===== src/hw/rtl/rpn_pkg.sv =====
// shared types and constants for the rpn stack calculator
package rpn_pkg;

   localparam int DATA_W = 32;
   localparam int PUSH_W = 31;
   localparam int CMD_W  = 3;
   localparam int STAT_W = 2;

   typedef enum logic [CMD_W-1:0] {
      CMD_PUSH      = 3'd0,
      CMD_ADD       = 3'd1,
      CMD_SUB       = 3'd2,
      CMD_MUL       = 3'd3,
      CMD_DIV       = 3'd4,
      CMD_PRINT_TOP = 3'd5,
      CMD_PRINT_ALL = 3'd6,
      CMD_CLEAR     = 3'd7
   } cmd_type;

   typedef enum logic [STAT_W-1:0] {
      STAT_OK    = 2'd0,
      STAT_UNDER = 2'd1,
      STAT_OVER  = 2'd2,
      STAT_DIVZ  = 2'd3
   } status_type;

endpackage


===== src/hw/rtl/rpn_stack_mem.sv =====
// stack storage: one write port, one read port with registered read data
module rpn_stack_mem #(
   parameter int DEPTH  = 64,
   parameter int ADDR_W = 6
) (
   input  logic                        clock,
   input  logic                        wr_en,
   input  logic [ADDR_W-1:0]           wr_addr,
   input  logic [rpn_pkg::DATA_W-1:0]  wr_data,
   input  logic                        rd_en,
   input  logic [ADDR_W-1:0]           rd_addr,
   output logic [rpn_pkg::DATA_W-1:0]  rd_data
);

   logic [rpn_pkg::DATA_W-1:0] mem [DEPTH];
   logic [rpn_pkg::DATA_W-1:0] rd_data_ff;

   always_ff @(posedge clock) begin
      if (wr_en) begin
         mem[wr_addr] <= wr_data;
      end
   end

   // read data holds until the next read
   always_ff @(posedge clock) begin
      if (rd_en) begin
         rd_data_ff <= mem[rd_addr];
      end
   end

   assign rd_data = rd_data_ff;

endmodule


===== src/hw/rtl/rpn_divider.sv =====
// iterative signed divider, one quotient bit per cycle, truncating toward zero
module rpn_divider (
   input  logic                        clock,
   input  logic                        reset,
   input  logic                        start,
   input  logic [rpn_pkg::DATA_W-1:0]  dividend,
   input  logic [rpn_pkg::DATA_W-1:0]  divisor,
   output logic                        done,
   output logic [rpn_pkg::DATA_W-1:0]  quotient
);

   localparam int W  = rpn_pkg::DATA_W;
   localparam int SW = $clog2(W);

   logic [W-1:0]  quo_ff;
   logic [W-1:0]  rem_ff;
   logic [W-1:0]  dsr_ff;
   logic          neg_ff;
   logic          busy_ff;
   logic          done_ff;
   logic [SW-1:0] step_ff;
   logic [W:0]    trial;
   logic [W-1:0]  dvd_mag;
   logic [W-1:0]  dsr_mag;

   assign dvd_mag = dividend[W-1] ? W'(-dividend) : dividend;
   assign dsr_mag = divisor[W-1] ? W'(-divisor) : divisor;
   assign trial   = {rem_ff, quo_ff[W-1]} - {1'b0, dsr_ff};

   always_ff @(posedge clock) begin
      if (reset) begin
         busy_ff <= 1'b0;
         done_ff <= 1'b0;
         step_ff <= '0;
      end else begin
         done_ff <= 1'b0;
         if (start) begin
            quo_ff  <= dvd_mag;
            rem_ff  <= '0;
            dsr_ff  <= dsr_mag;
            neg_ff  <= dividend[W-1] ^ divisor[W-1];
            busy_ff <= 1'b1;
            step_ff <= '0;
         end else if (busy_ff) begin
            // restoring step: borrow means the trial subtract failed
            if (!trial[W]) begin
               rem_ff <= trial[W-1:0];
               quo_ff <= {quo_ff[W-2:0], 1'b1};
            end else begin
               rem_ff <= {rem_ff[W-2:0], quo_ff[W-1]};
               quo_ff <= {quo_ff[W-2:0], 1'b0};
            end
            step_ff <= step_ff + SW'(1);
            if (step_ff == SW'(W - 1)) begin
               busy_ff <= 1'b0;
               done_ff <= 1'b1;
            end
         end
      end
   end

   assign done     = done_ff;
   assign quotient = neg_ff ? W'(-quo_ff) : quo_ff;

endmodule


===== src/hw/rtl/rpn_stack_calculator.sv =====
// top level of the rpn stack calculator: token sequencer around the stack memory
//
//  channel | direction | tdata               | tuser        | tlast
//  req_    | in        | push_value [30:0]   | cmd [2:0]    | -
//  rsp_    | out       | result_value [31:0] | status [1:0] | last_of_run
//
// push and clear complete on acceptance; add, subtract and multiply step through
// two reads of the single memory read port, compute and write back.
// divide waits for the one-bit-per-cycle divider before write back; divide by zero ends in the error state.
// print top and underflow or overflow errors give one result, print all one result per value.
// reset is synchronous and empties the stack; no clearing pass is needed.
// a stalled result holds the sequencer; tokens are taken only between items.
module rpn_stack_calculator #(
   parameter int STACK_DEPTH = 64
) (
   input  logic                                clock,
   input  logic                                reset,
   input  logic                                req_tvalid,
   output logic                                req_tready,
   input  logic [31:0]                         req_tdata,   // push_value [30:0], zero [31]
   input  logic [rpn_pkg::CMD_W-1:0]           req_tuser,   // cmd [2:0]
   output logic                                rsp_tvalid,
   input  logic                                rsp_tready,
   output logic signed [rpn_pkg::DATA_W-1:0]   rsp_tdata,   // result_value [31:0]
   output logic [rpn_pkg::STAT_W-1:0]          rsp_tuser,   // status [1:0]
   output logic                                rsp_tlast
);

   localparam int W      = rpn_pkg::DATA_W;
   localparam int ADDR_W = (STACK_DEPTH > 1) ? $clog2(STACK_DEPTH) : 1;
   localparam int CNT_W  = $clog2(STACK_DEPTH + 1);

   typedef enum logic [2:0] {
      S_IDLE,
      S_RD_A,
      S_EXEC,
      S_DIV,
      S_WB,
      S_ERR,
      S_OUT
   } state_type;

   state_type            state_ff;
   rpn_pkg::cmd_type     cmd_ff;
   rpn_pkg::status_type  err_ff;
   logic [CNT_W-1:0]     count_ff;
   logic [ADDR_W-1:0]    idx_ff;
   logic                 single_ff;
   logic [W-1:0]         b_ff;
   logic [W-1:0]         res_ff;
   logic                 rsp_valid_ff;
   logic                 rsp_valid_in;
   logic [W-1:0]         rsp_data_ff;
   rpn_pkg::status_type  rsp_status_ff;
   logic                 rsp_last_ff;

   rpn_pkg::cmd_type     req_cmd;
   logic                 accept;
   logic                 out_free;
   logic                 full;
   logic                 two_or_more;
   logic                 empty;
   logic [CNT_W-1:0]     cnt_m1;
   logic [CNT_W-1:0]     cnt_m2;
   logic                 out_last;

   logic                 mem_we;
   logic [ADDR_W-1:0]    mem_waddr;
   logic [W-1:0]         mem_wdata;
   logic                 mem_re;
   logic [ADDR_W-1:0]    mem_raddr;
   logic [W-1:0]         mem_rdata;

   logic                 div_start;
   logic                 div_done;
   logic [W-1:0]         div_quot;

   assign req_cmd     = rpn_pkg::cmd_type'(req_tuser);
   assign req_tready  = (state_ff == S_IDLE);
   assign accept      = req_tvalid && req_tready;
   assign out_free    = !rsp_valid_ff || rsp_tready;
   assign full        = (count_ff == CNT_W'(STACK_DEPTH));
   assign two_or_more = (count_ff >= CNT_W'(2));
   assign empty       = (count_ff == '0);
   assign cnt_m1      = count_ff - CNT_W'(1);
   assign cnt_m2      = count_ff - CNT_W'(2);
   assign out_last    = single_ff || (idx_ff == '0);
   assign div_start   = (state_ff == S_EXEC) && (cmd_ff == rpn_pkg::CMD_DIV) && (b_ff != '0);

   // result register: cleared when taken, loaded when a result is ready
   always_comb begin
      rsp_valid_in = rsp_valid_ff && !rsp_tready;
      if (((state_ff == S_ERR) || (state_ff == S_OUT)) && out_free) begin
         rsp_valid_in = 1'b1;
      end
   end

   // memory port control; writes and reads never fall in the same cycle
   always_comb begin
      mem_we    = 1'b0;
      mem_waddr = count_ff[ADDR_W-1:0];
      mem_wdata = {1'b0, req_tdata[rpn_pkg::PUSH_W-1:0]};
      mem_re    = 1'b0;
      mem_raddr = cnt_m1[ADDR_W-1:0];
      case (state_ff)
         S_IDLE: begin
            if (accept) begin
               case (req_cmd)
                  rpn_pkg::CMD_PUSH: begin
                     mem_we = !full;
                  end
                  rpn_pkg::CMD_ADD, rpn_pkg::CMD_SUB,
                  rpn_pkg::CMD_MUL, rpn_pkg::CMD_DIV: begin
                     mem_re = two_or_more;
                  end
                  rpn_pkg::CMD_PRINT_TOP, rpn_pkg::CMD_PRINT_ALL: begin
                     mem_re = !empty;
                  end
                  default: begin
                     mem_re = 1'b0;
                  end
               endcase
            end
         end
         S_RD_A: begin
            mem_re    = 1'b1;
            mem_raddr = cnt_m2[ADDR_W-1:0];
         end
         S_WB: begin
            mem_we    = 1'b1;
            mem_waddr = cnt_m2[ADDR_W-1:0];
            mem_wdata = res_ff;
         end
         S_OUT: begin
            // fetch the next lower entry while this one goes out
            mem_re    = out_free && !out_last;
            mem_raddr = idx_ff - ADDR_W'(1);
         end
         default: begin
            mem_re = 1'b0;
         end
      endcase
   end

   always_ff @(posedge clock) begin
      if (reset) begin
         state_ff     <= S_IDLE;
         count_ff     <= '0;
         rsp_valid_ff <= 1'b0;
      end else begin
         rsp_valid_ff <= rsp_valid_in;
         case (state_ff)
            S_IDLE: begin
               if (accept) begin
                  cmd_ff <= req_cmd;
                  case (req_cmd)
                     rpn_pkg::CMD_PUSH: begin
                        if (full) begin
                           err_ff   <= rpn_pkg::STAT_OVER;
                           state_ff <= S_ERR;
                        end else begin
                           count_ff <= count_ff + CNT_W'(1);
                        end
                     end
                     rpn_pkg::CMD_ADD, rpn_pkg::CMD_SUB,
                     rpn_pkg::CMD_MUL, rpn_pkg::CMD_DIV: begin
                        if (two_or_more) begin
                           state_ff <= S_RD_A;
                        end else begin
                           err_ff   <= rpn_pkg::STAT_UNDER;
                           state_ff <= S_ERR;
                        end
                     end
                     rpn_pkg::CMD_PRINT_TOP: begin
                        if (empty) begin
                           err_ff   <= rpn_pkg::STAT_UNDER;
                           state_ff <= S_ERR;
                        end else begin
                           idx_ff    <= cnt_m1[ADDR_W-1:0];
                           single_ff <= 1'b1;
                           state_ff  <= S_OUT;
                        end
                     end
                     rpn_pkg::CMD_PRINT_ALL: begin
                        if (!empty) begin
                           idx_ff    <= cnt_m1[ADDR_W-1:0];
                           single_ff <= 1'b0;
                           state_ff  <= S_OUT;
                        end
                     end
                     rpn_pkg::CMD_CLEAR: begin
                        count_ff <= '0;
                     end
                     default: begin
                        state_ff <= S_IDLE;
                     end
                  endcase
               end
            end
            S_RD_A: begin
               b_ff     <= mem_rdata;
               state_ff <= S_EXEC;
            end
            S_EXEC: begin
               // read data now holds the left operand
               case (cmd_ff)
                  rpn_pkg::CMD_ADD: begin
                     res_ff   <= mem_rdata + b_ff;
                     state_ff <= S_WB;
                  end
                  rpn_pkg::CMD_SUB: begin
                     res_ff   <= mem_rdata - b_ff;
                     state_ff <= S_WB;
                  end
                  rpn_pkg::CMD_MUL: begin
                     res_ff   <= W'(mem_rdata * b_ff);
                     state_ff <= S_WB;
                  end
                  rpn_pkg::CMD_DIV: begin
                     if (b_ff == '0) begin
                        err_ff   <= rpn_pkg::STAT_DIVZ;
                        state_ff <= S_ERR;
                     end else begin
                        state_ff <= S_DIV;
                     end
                  end
                  default: begin
                     state_ff <= S_IDLE;
                  end
               endcase
            end
            S_DIV: begin
               if (div_done) begin
                  res_ff   <= div_quot;
                  state_ff <= S_WB;
               end
            end
            S_WB: begin
               count_ff <= cnt_m1;
               state_ff <= S_IDLE;
            end
            S_ERR: begin
               if (out_free) begin
                  rsp_data_ff   <= '0;
                  rsp_status_ff <= err_ff;
                  rsp_last_ff   <= 1'b1;
                  state_ff      <= S_IDLE;
               end
            end
            S_OUT: begin
               if (out_free) begin
                  rsp_data_ff   <= mem_rdata;
                  rsp_status_ff <= rpn_pkg::STAT_OK;
                  rsp_last_ff   <= out_last;
                  if (out_last) begin
                     state_ff <= S_IDLE;
                  end else begin
                     idx_ff <= idx_ff - ADDR_W'(1);
                  end
               end
            end
            default: begin
               state_ff <= S_IDLE;
            end
         endcase
      end
   end

   rpn_stack_mem #(
      .DEPTH  (STACK_DEPTH),
      .ADDR_W (ADDR_W)
   ) u_mem (
      .clock   (clock),
      .wr_en   (mem_we),
      .wr_addr (mem_waddr),
      .wr_data (mem_wdata),
      .rd_en   (mem_re),
      .rd_addr (mem_raddr),
      .rd_data (mem_rdata)
   );

   rpn_divider u_div (
      .clock    (clock),
      .reset    (reset),
      .start    (div_start),
      .dividend (mem_rdata),
      .divisor  (b_ff),
      .done     (div_done),
      .quotient (div_quot)
   );

   assign rsp_tvalid = rsp_valid_ff;
   assign rsp_tdata  = rsp_data_ff;
   assign rsp_tuser  = rsp_status_ff;
   assign rsp_tlast  = rsp_last_ff;

   a_count_bound: assert property (@(posedge clock) disable iff (reset)
      count_ff <= CNT_W'(STACK_DEPTH))
      else $error("stack count beyond depth");

   a_no_rw_overlap: assert property (@(posedge clock) disable iff (reset)
      !(mem_we && mem_re))
      else $error("memory read and write in the same cycle");

   a_div_done_state: assert property (@(posedge clock) disable iff (reset)
      div_done |-> (state_ff == S_DIV))
      else $error("divider finished outside the divide state");

   a_wb_pops: assert property (@(posedge clock) disable iff (reset)
      (state_ff == S_WB) |=> (count_ff == $past(count_ff) - CNT_W'(1)))
      else $error("write back did not pop one entry");

   a_error_is_last: assert property (@(posedge clock) disable iff (reset)
      (rsp_valid_ff && (rsp_status_ff != rpn_pkg::STAT_OK)) |-> rsp_last_ff)
      else $error("error result not marked last");

endmodule

===== config.mk =====
export PLATFORM = sky130hd
export DESIGN_NAME = rpn_stack_calculator
export DESIGN_NICKNAME = d
export VERILOG_FILES = /design/src/hw/rtl/rpn_pkg.sv /design/src/hw/rtl/rpn_stack_mem.sv /design/src/hw/rtl/rpn_divider.sv /design/src/hw/rtl/rpn_stack_calculator.sv
export SDC_FILE = /design/constraint.sdc
export NUM_CORES = 2
export LEC_CHECK = 0
export ABC_AREA = 1
export BUFFER_PORTS_ARGS = -buffer_cell sky130_fd_sc_hd__buf_2
export CAP_MARGIN = 20
export CELL_PAD_IN_SITES_DETAIL_PLACEMENT = 0
export CELL_PAD_IN_SITES_GLOBAL_PLACEMENT = 2
export CORE_MARGIN = 2
export CORE_UTILIZATION = 46
export CTS_BUF_LIST = sky130_fd_sc_hd__clkbuf_4 sky130_fd_sc_hd__clkbuf_8 sky130_fd_sc_hd__clkbuf_16
export CTS_CLUSTER_SIZE = 24
export DETAILED_ROUTE_END_ITERATION = 16
export PLACE_DENSITY = 0.95
export SLEW_MARGIN = 20
export SYNTH_ARGS = -nofsm -noshare
export SYNTH_HDL_FRONTEND = slang
export SYNTH_HIERARCHICAL = 1
export SYNTH_SLANG_ARGS = --single-unit

===== constraint.sdc =====
create_clock -name clock -period 21.5 [get_ports clock]
set_input_delay 3.225 -clock clock [delete_from_list [all_inputs] [get_ports clock]]
set_output_delay 3.225 -clock clock [all_outputs]
set_load 0.01 [all_outputs]

Yosys cells after proc, flatten, opt, wreduce, memory -nomap -nowiden
Memory sizes are Yosys's and may differ from the RTL's. A register that Yosys moved wholly into a read port is not among the register bits.
Cells that the tools add are included.
Widths: inputs -> output; s select.
{"block": "word_totals", "inputBits": 39, "latchBits": 0, "ram_bits": 2048, "rom_bits": 0, "register_bits": 226, "n_memories": 1, "elab_cells": 190, "out_inout_bits": 37}
{"block": "classes", "n_bitwise": 3, "eq_ne": 40, "n_reduce_logical": 43, "muxes": 70, "add_sub_neg": 11, "div_mod_pow": 0, "magnitude_cmp": 1, "n_shift": 0, "multipliers": 1}
{"name": "u_mem.mem", "words": 64, "width": 32, "rd": 1, "rd_clocked_by_memory_dff": 1, "wr": 1, "line": "rpn_stack_mem.sv:15", "source": "logic [rpn_pkg::DATA_W-1:0] mem [DEPTH];"}
{"op": "$mux 32", "n": 10}
{"op": "$pmux 32 s2", "n": 2}
{"op": "$neg 32->32", "n": 3}
{"op": "$pmux 32 s3", "n": 1}
{"op": "$mux 6", "n": 6}
{"op": "$sub 33x32->33", "n": 1}
{"op": "$add 32x32->32", "n": 1}
{"op": "$logic_not 32->1", "n": 1}
{"op": "$mul 32x32->32", "n": 1}
{"op": "$reduce_bool 32->1", "n": 1}
{"op": "$sub 32x32->32", "n": 1}
{"op": "$mux 31", "n": 1}
{"op": "$pmux 7 s2", "n": 2}
{"op": "$mux 3", "n": 9}
{"op": "$eq 3x3->1 const B", "n": 8}
{"op": "$pmux 6 s2", "n": 2}
{"op": "$eq 3x2->1 const B", "n": 6}
{"op": "$mux 2", "n": 9}
{"op": "$pmux 3 s6", "n": 1}
{"op": "$ne 2x2->1 const B", "n": 8}
{"op": "$mux 1", "n": 15}
{"op": "$ne 3x3->1 const B", "n": 5}
{"op": "$mux 7", "n": 2}
{"op": "$reduce_bool 2->1", "n": 7}
{"op": "37 further kinds", "n": 66}

Depth between registers and ports, before layout
{"block": "logic_depth", "depth_word": 7, "ltp_mapped": 32, "ltp_nobuf": 30}

Modules after synthesis
The synthesis kept the hierarchy.
{"mod": "rpn_stack_mem", "cells_per_inst": 6785, "area_per_inst_um2": 83106.0, "seq_area_each_um2": 62459.9, "instances": 1}
{"mod": "rpn_stack_calculator", "cells_per_inst": 3478, "area_per_inst_um2": 25640.8, "seq_area_each_um2": 3553.4, "instances": 1}
{"mod": "rpn_divider", "cells_per_inst": 1416, "area_per_inst_um2": 9327.7, "seq_area_each_um2": 3052.9, "instances": 1}

Worst setup path after synthesis
No wires, ideal clock.
{"block": "synth_timing", "path_kind": "input to register", "startpoint": "input req_tuser[1] (netlist bit)", "endpoint": "memory u_mem/mem[48][0] (netlist bit) (enable)", "setup_time_ns": 0.461, "arrival_ns": 6.352, "path_buffers": 1, "cell_stages": 8, "required_time_ns": 21.039, "slack_ns": 14.687, "path_cell_list": "nor2_1 -> nand2_1 -> inv_1 -> nand2_1 -> o21ai_1 -> clkbuf_1 -> inv_1 -> nor3_1"}
{"block": "synth_between", "elab_chain_len": 6}
{"element": "from (decl)", "line": "rpn_stack_calculator.sv:21", "source": "input logic [rpn_pkg::CMD_W-1:0] req_tuser,"}
{"element": "$logic_not 3->1", "line": "rpn_stack_calculator.sv:108", "source": "case (req_cmd)"}
{"element": "$mux 1", "line": "rpn_stack_calculator.sv:108"}
{"element": "$mux 1", "line": "rpn_stack_calculator.sv:107", "source": "if (accept) begin"}
{"element": "$pmux 1 s2", "line": "rpn_stack_calculator.sv:105", "source": "case (state_ff)"}
{"element": "net mem_we", "line": "rpn_stack_calculator.sv:67", "source": "logic mem_we;"}
{"element": "$mux 1", "line": "rpn_stack_mem.sv:19", "source": "if (wr_en) begin"}
{"element": "$mux 1 (not written as such)", "line": "rpn_stack_mem.sv:20", "source": "mem[wr_addr] <= wr_data;"}
{"element": "to (decl)", "line": "rpn_stack_mem.sv:15"}
The timed path passes the listed nets, and every way through them passes these cells.

Final worst setup path
{"block": "layout_timing", "startpoint": "register b_ff[7]", "endpoint": "register res_ff[26], data pin"}
{"block": "layout_between", "elab_chain_len": 3, "elab_cells_between_ends": 5, "classes_between": "add/sub: 2; mul: 1; mux: 2"}
{"element": "from (decl)", "line": "rpn_stack_calculator.sv:49", "source": "logic [W-1:0] b_ff;"}
{"element": "from (signal assigned)", "line": "rpn_stack_calculator.sv:201", "source": "b_ff <= mem_rdata;"}
{"element": "$mul 32x32->32, or another cell as far along", "line": "rpn_stack_calculator.sv:216", "source": "res_ff <= W'(mem_rdata * b_ff);"}
{"element": "$pmux 32 s3 (*)", "line": "rpn_stack_calculator.sv:206", "source": "case (cmd_ff)"}
{"element": "$pmux 32 s2 (*)", "line": "rpn_stack_calculator.sv:152", "source": "case (state_ff)"}
{"element": "to (signal assigned)", "line": "rpn_stack_calculator.sv:208", "source": "res_ff <= mem_rdata + b_ff;"}
{"element": "to (signal assigned)", "line": "rpn_stack_calculator.sv:212", "source": "res_ff <= mem_rdata - b_ff;"}
{"element": "to (signal assigned)", "line": "rpn_stack_calculator.sv:216"}
{"element": "to (decl)", "line": "rpn_stack_calculator.sv:50", "source": "logic [W-1:0] res_ff;"}
Every way passes the cells marked *; elsewhere a longest branch is shown, timed or not.
A chain may end at the register's enable or synchronous reset.

==> results.yml <==
flow_run:
  maxCapViolCount: 0
detailed_routing:
  drt-total-wl_mm: 350
  vias: 84500
  postRouteAntennaNets: 0
  drc: 0
  viasPerCell: 5.57
  first_pass_iters: 6
  drt-initial-drc-count: 9580
  wl_per_cell_um: 23.1
grt:
  grt_pass1_wl_mm: 515
  antenna_found_initial: 15
  grt_usage: 0.264
  overflow: 0
  grt_pass1_vias: 81400
  grt_max_degree: 233
setup_path:
  end_kind: "flip-flop"
  crit_type: "flip-flop to flip-flop"
  critPathLaunch: "b_ff[7]"
  reg2reg_from: "b_ff[7]"
  critPathMaxStageDelay_ps: 750
  worst_path_most_repeated_cell: "fa_1"
  critPathRequiredTime_ps: 22240
  worst_setup_path_start_kind: "flip-flop"
  cp_num_buf_inv: 6
  cp.arrival_ps: 8730
  crit_family: "adder cells"
  critPathMaxFanout: 26
  slowest_stage: "edfxtp_1"
cts:
  clockBufferDepth: 3
  root_buffer: "clkbuf_16"
  cts_setup_buffers: 0
  cts_max_level: 4
  cts_buffers: 232
  cts_tree: "done"
  cts.hold.buffers_added: 0
  ctsResizeCount: 0
  clkLatencyLatePin_ps: 910
  clk_pin_slew_worst_paths_ps: 60
  clkSinkCount: 2306
worst_hold_path:
  min_from: "u_div/step_ff[4]"
  min_path_type: "flip-flop to flip-flop"
synthesis:
  synthDistinctLibCells: 59
  ys_warn_count: 6
  synth_top_area_frac: 0.582
  syn_area_mm2: 0.118
  synth_area_leader_cell: "edfxtp_1"
  synthCells: 11700
  ys_top_cells_by_area: "edfxtp_1 58%, nand2_1 12%, nand3_1 8.8%"
  yosysSeqAreaShare: 0.585
  synth.avg_cell_area_um2: 10.1
  synth_seq_cells: 2306
  syn_nets: 12300
timing:
  timing.slew.headroom: 0.185
  max_freq_ghz: 0.125
  period_share: 0.372
  hold_viol: 0
  clock_skew_ps: 93.0
  rsz0062_at_grt: "false"
  fin_crit_ps: 7990
  hold_ws_ps: 479
  setup_viol: 0
  tightest_slew_ps: 1220
  slew_violations: 0
  finalSetupTns_ps: 0
placed_design:
  io_buffer_count: 74
  place.gp.congestion: 0.951
  dpl.cell_count: 14700
  dpl.hpwl_mm: 206
floorplan:
  std_cell_rows: 186
  initial_core_util: 0.461
  ios: 76
  core_area_mm2: 0.256
  die_h_um: 511
  die_x_um: 511
  die-area_mm2: 0.261
finish:
  drive_gt1_frac: 0.0718
  syn2layout_area_growth_pct: 9.96
  final_cells: 15200
  finalNetCount: 12200
  n_fill_cell: 22400
run_status:
  status: "finished, final reports clean"
-- cell usage after synthesis (all sizes together) --
cell type / number
o41ai: 2
nor2: 424
clkbuf: 191
nand3: 2070
nand2: 3730
a21o: 14
a31o: 3
inv: 1183
nand3b: 19
nand4: 38
a211oi: 5
a221oi: 4
o21ai: 168
nor4: 9
nor3b: 2
or2: 14
o31ai: 6
o22ai: 2
ha: 202
fa: 410
and2: 4
xnor2: 44
a32oi: 1
nand2b: 1
o211ai: 6
clkinv: 4
o221ai: 5
buf: 434
o211a: 1
a21oi: 139
o21bai: 14
dfxtp: 18
o21a: 3
a31oi: 38
edfxtp: 2288
xor2: 111
and3: 1
nor3: 71
-- layout by cell type (no fill, tap or decap), drive strengths merged, types with 6 or more instances in the layout --
cell      instances
xnor2            44
dfxtp            18
o21ai           168
a21oi           139
edfxtp         2288
nor3             71
nand3          2070
a21o             14
bufinv           22
buf             294
o21bai           14
nand2          3730
fa              410
clkbuf          279
nor2            424
o211ai            6
xor2            111
or2              14
nand4            38
o31ai             6
nand3b           19
nor4              9
ha              202
clkinv          110
inv            1193
a31oi            38
clkinvlp         11
-- area by class of cell --
cell class / count / area, µm² / area share
Sequential cell: 2306 / 69100 / 0.532
Clock buffer: 279 / 6180 / 0.0476
Timing Repair Buffer: 294 / 2150 / 0.0166
Inverter: 1187 / 4490 / 0.0346
Multi-Input combinational cell: 7561 / 42100 / 0.325
Tap cell: 3384 / 4230 / 0.0326
Clock inverter: 149 / 1560 / 0.0120
Antenna cell: 5 / 12.5 / 0.0000964
-- state kept, by name, indices dropped and copies added (netlist names) --
signal,count
u_div/busy_ff,1
rsp_tuser,2
u_div/rem_ff,32
b_ff,32
single_ff,1
u_div/step_ff,5
idx_ff,6
u_mem/mem,2048
rsp_tlast,1
u_div/neg_ff,1
state_ff,3
cmd_ff,3
err_ff,2
rsp_tvalid,1
rsp_tdata,32
count_ff,7
u_div/quo_ff,32
u_div/dsr_ff,32
u_mem/rd_data,32
res_ff,32
u_div/done,1
-- path summary, 6_finish.rpt --
check                           slack [ps]          endpoint  depth (start not counted)
worst max-delay path                 13510        res_ff[26]                         28
worst min-delay path                   480  u_div/step_ff[4]                          2
worst max register to register       13510        res_ff[26]                         28
worst min register to register         480  u_div/step_ff[4]                          2
-- metrics by stage --
stage	setup WS (ps)	util	cell area, µm²
2_1_floorplan	14690	-	118000
3_3_place_gp	13650	0.477	122000
3_5_place_dp	13660	0.477	122000
4_1_cts	13630	0.507	130000
5_1_grt	13220	0.507	130000
6_report	13510	0.507	130000
-- logic make-up after synthesis --
logic type | synth area share
AO/OA/AOI/OAI | 0.0198
XOR/XNOR | 0.0115
adder cells (fa/ha/maj) | 0.0909
buffers and inverters | 0.0639
flip-flops | 0.585
AND/OR/NAND/NOR | 0.229
-- per-layer routing --
metal / routed length, µm / global-route usage / part of all wire / up-vias
met5: 27 / 0 / 0.000077 / -
met4: 12700 / 0.0945 / 0.036 / 4
met3: 33100 / 0.0448 / 0.095 / 580
met2: 160000 / 0.417 / 0.46 / 3704
met1: 144000 / 0.367 / 0.41 / 41500
li1: - / - / - / 38700
-- worst register-to-register path, delay by kind of cell (launching register included) --
family                     cells  cell delay [ps]
adders and majority gates      9             4300
and+or+nand+nor               11             1510
buffers and inverters          6              830
DFF                            1              750
AOI/OAI and AO/OA              2              470
Power is left out: the tool's default activity adds up to more than one toggle a clock period on the data nets, which glitch-free logic cannot reach.
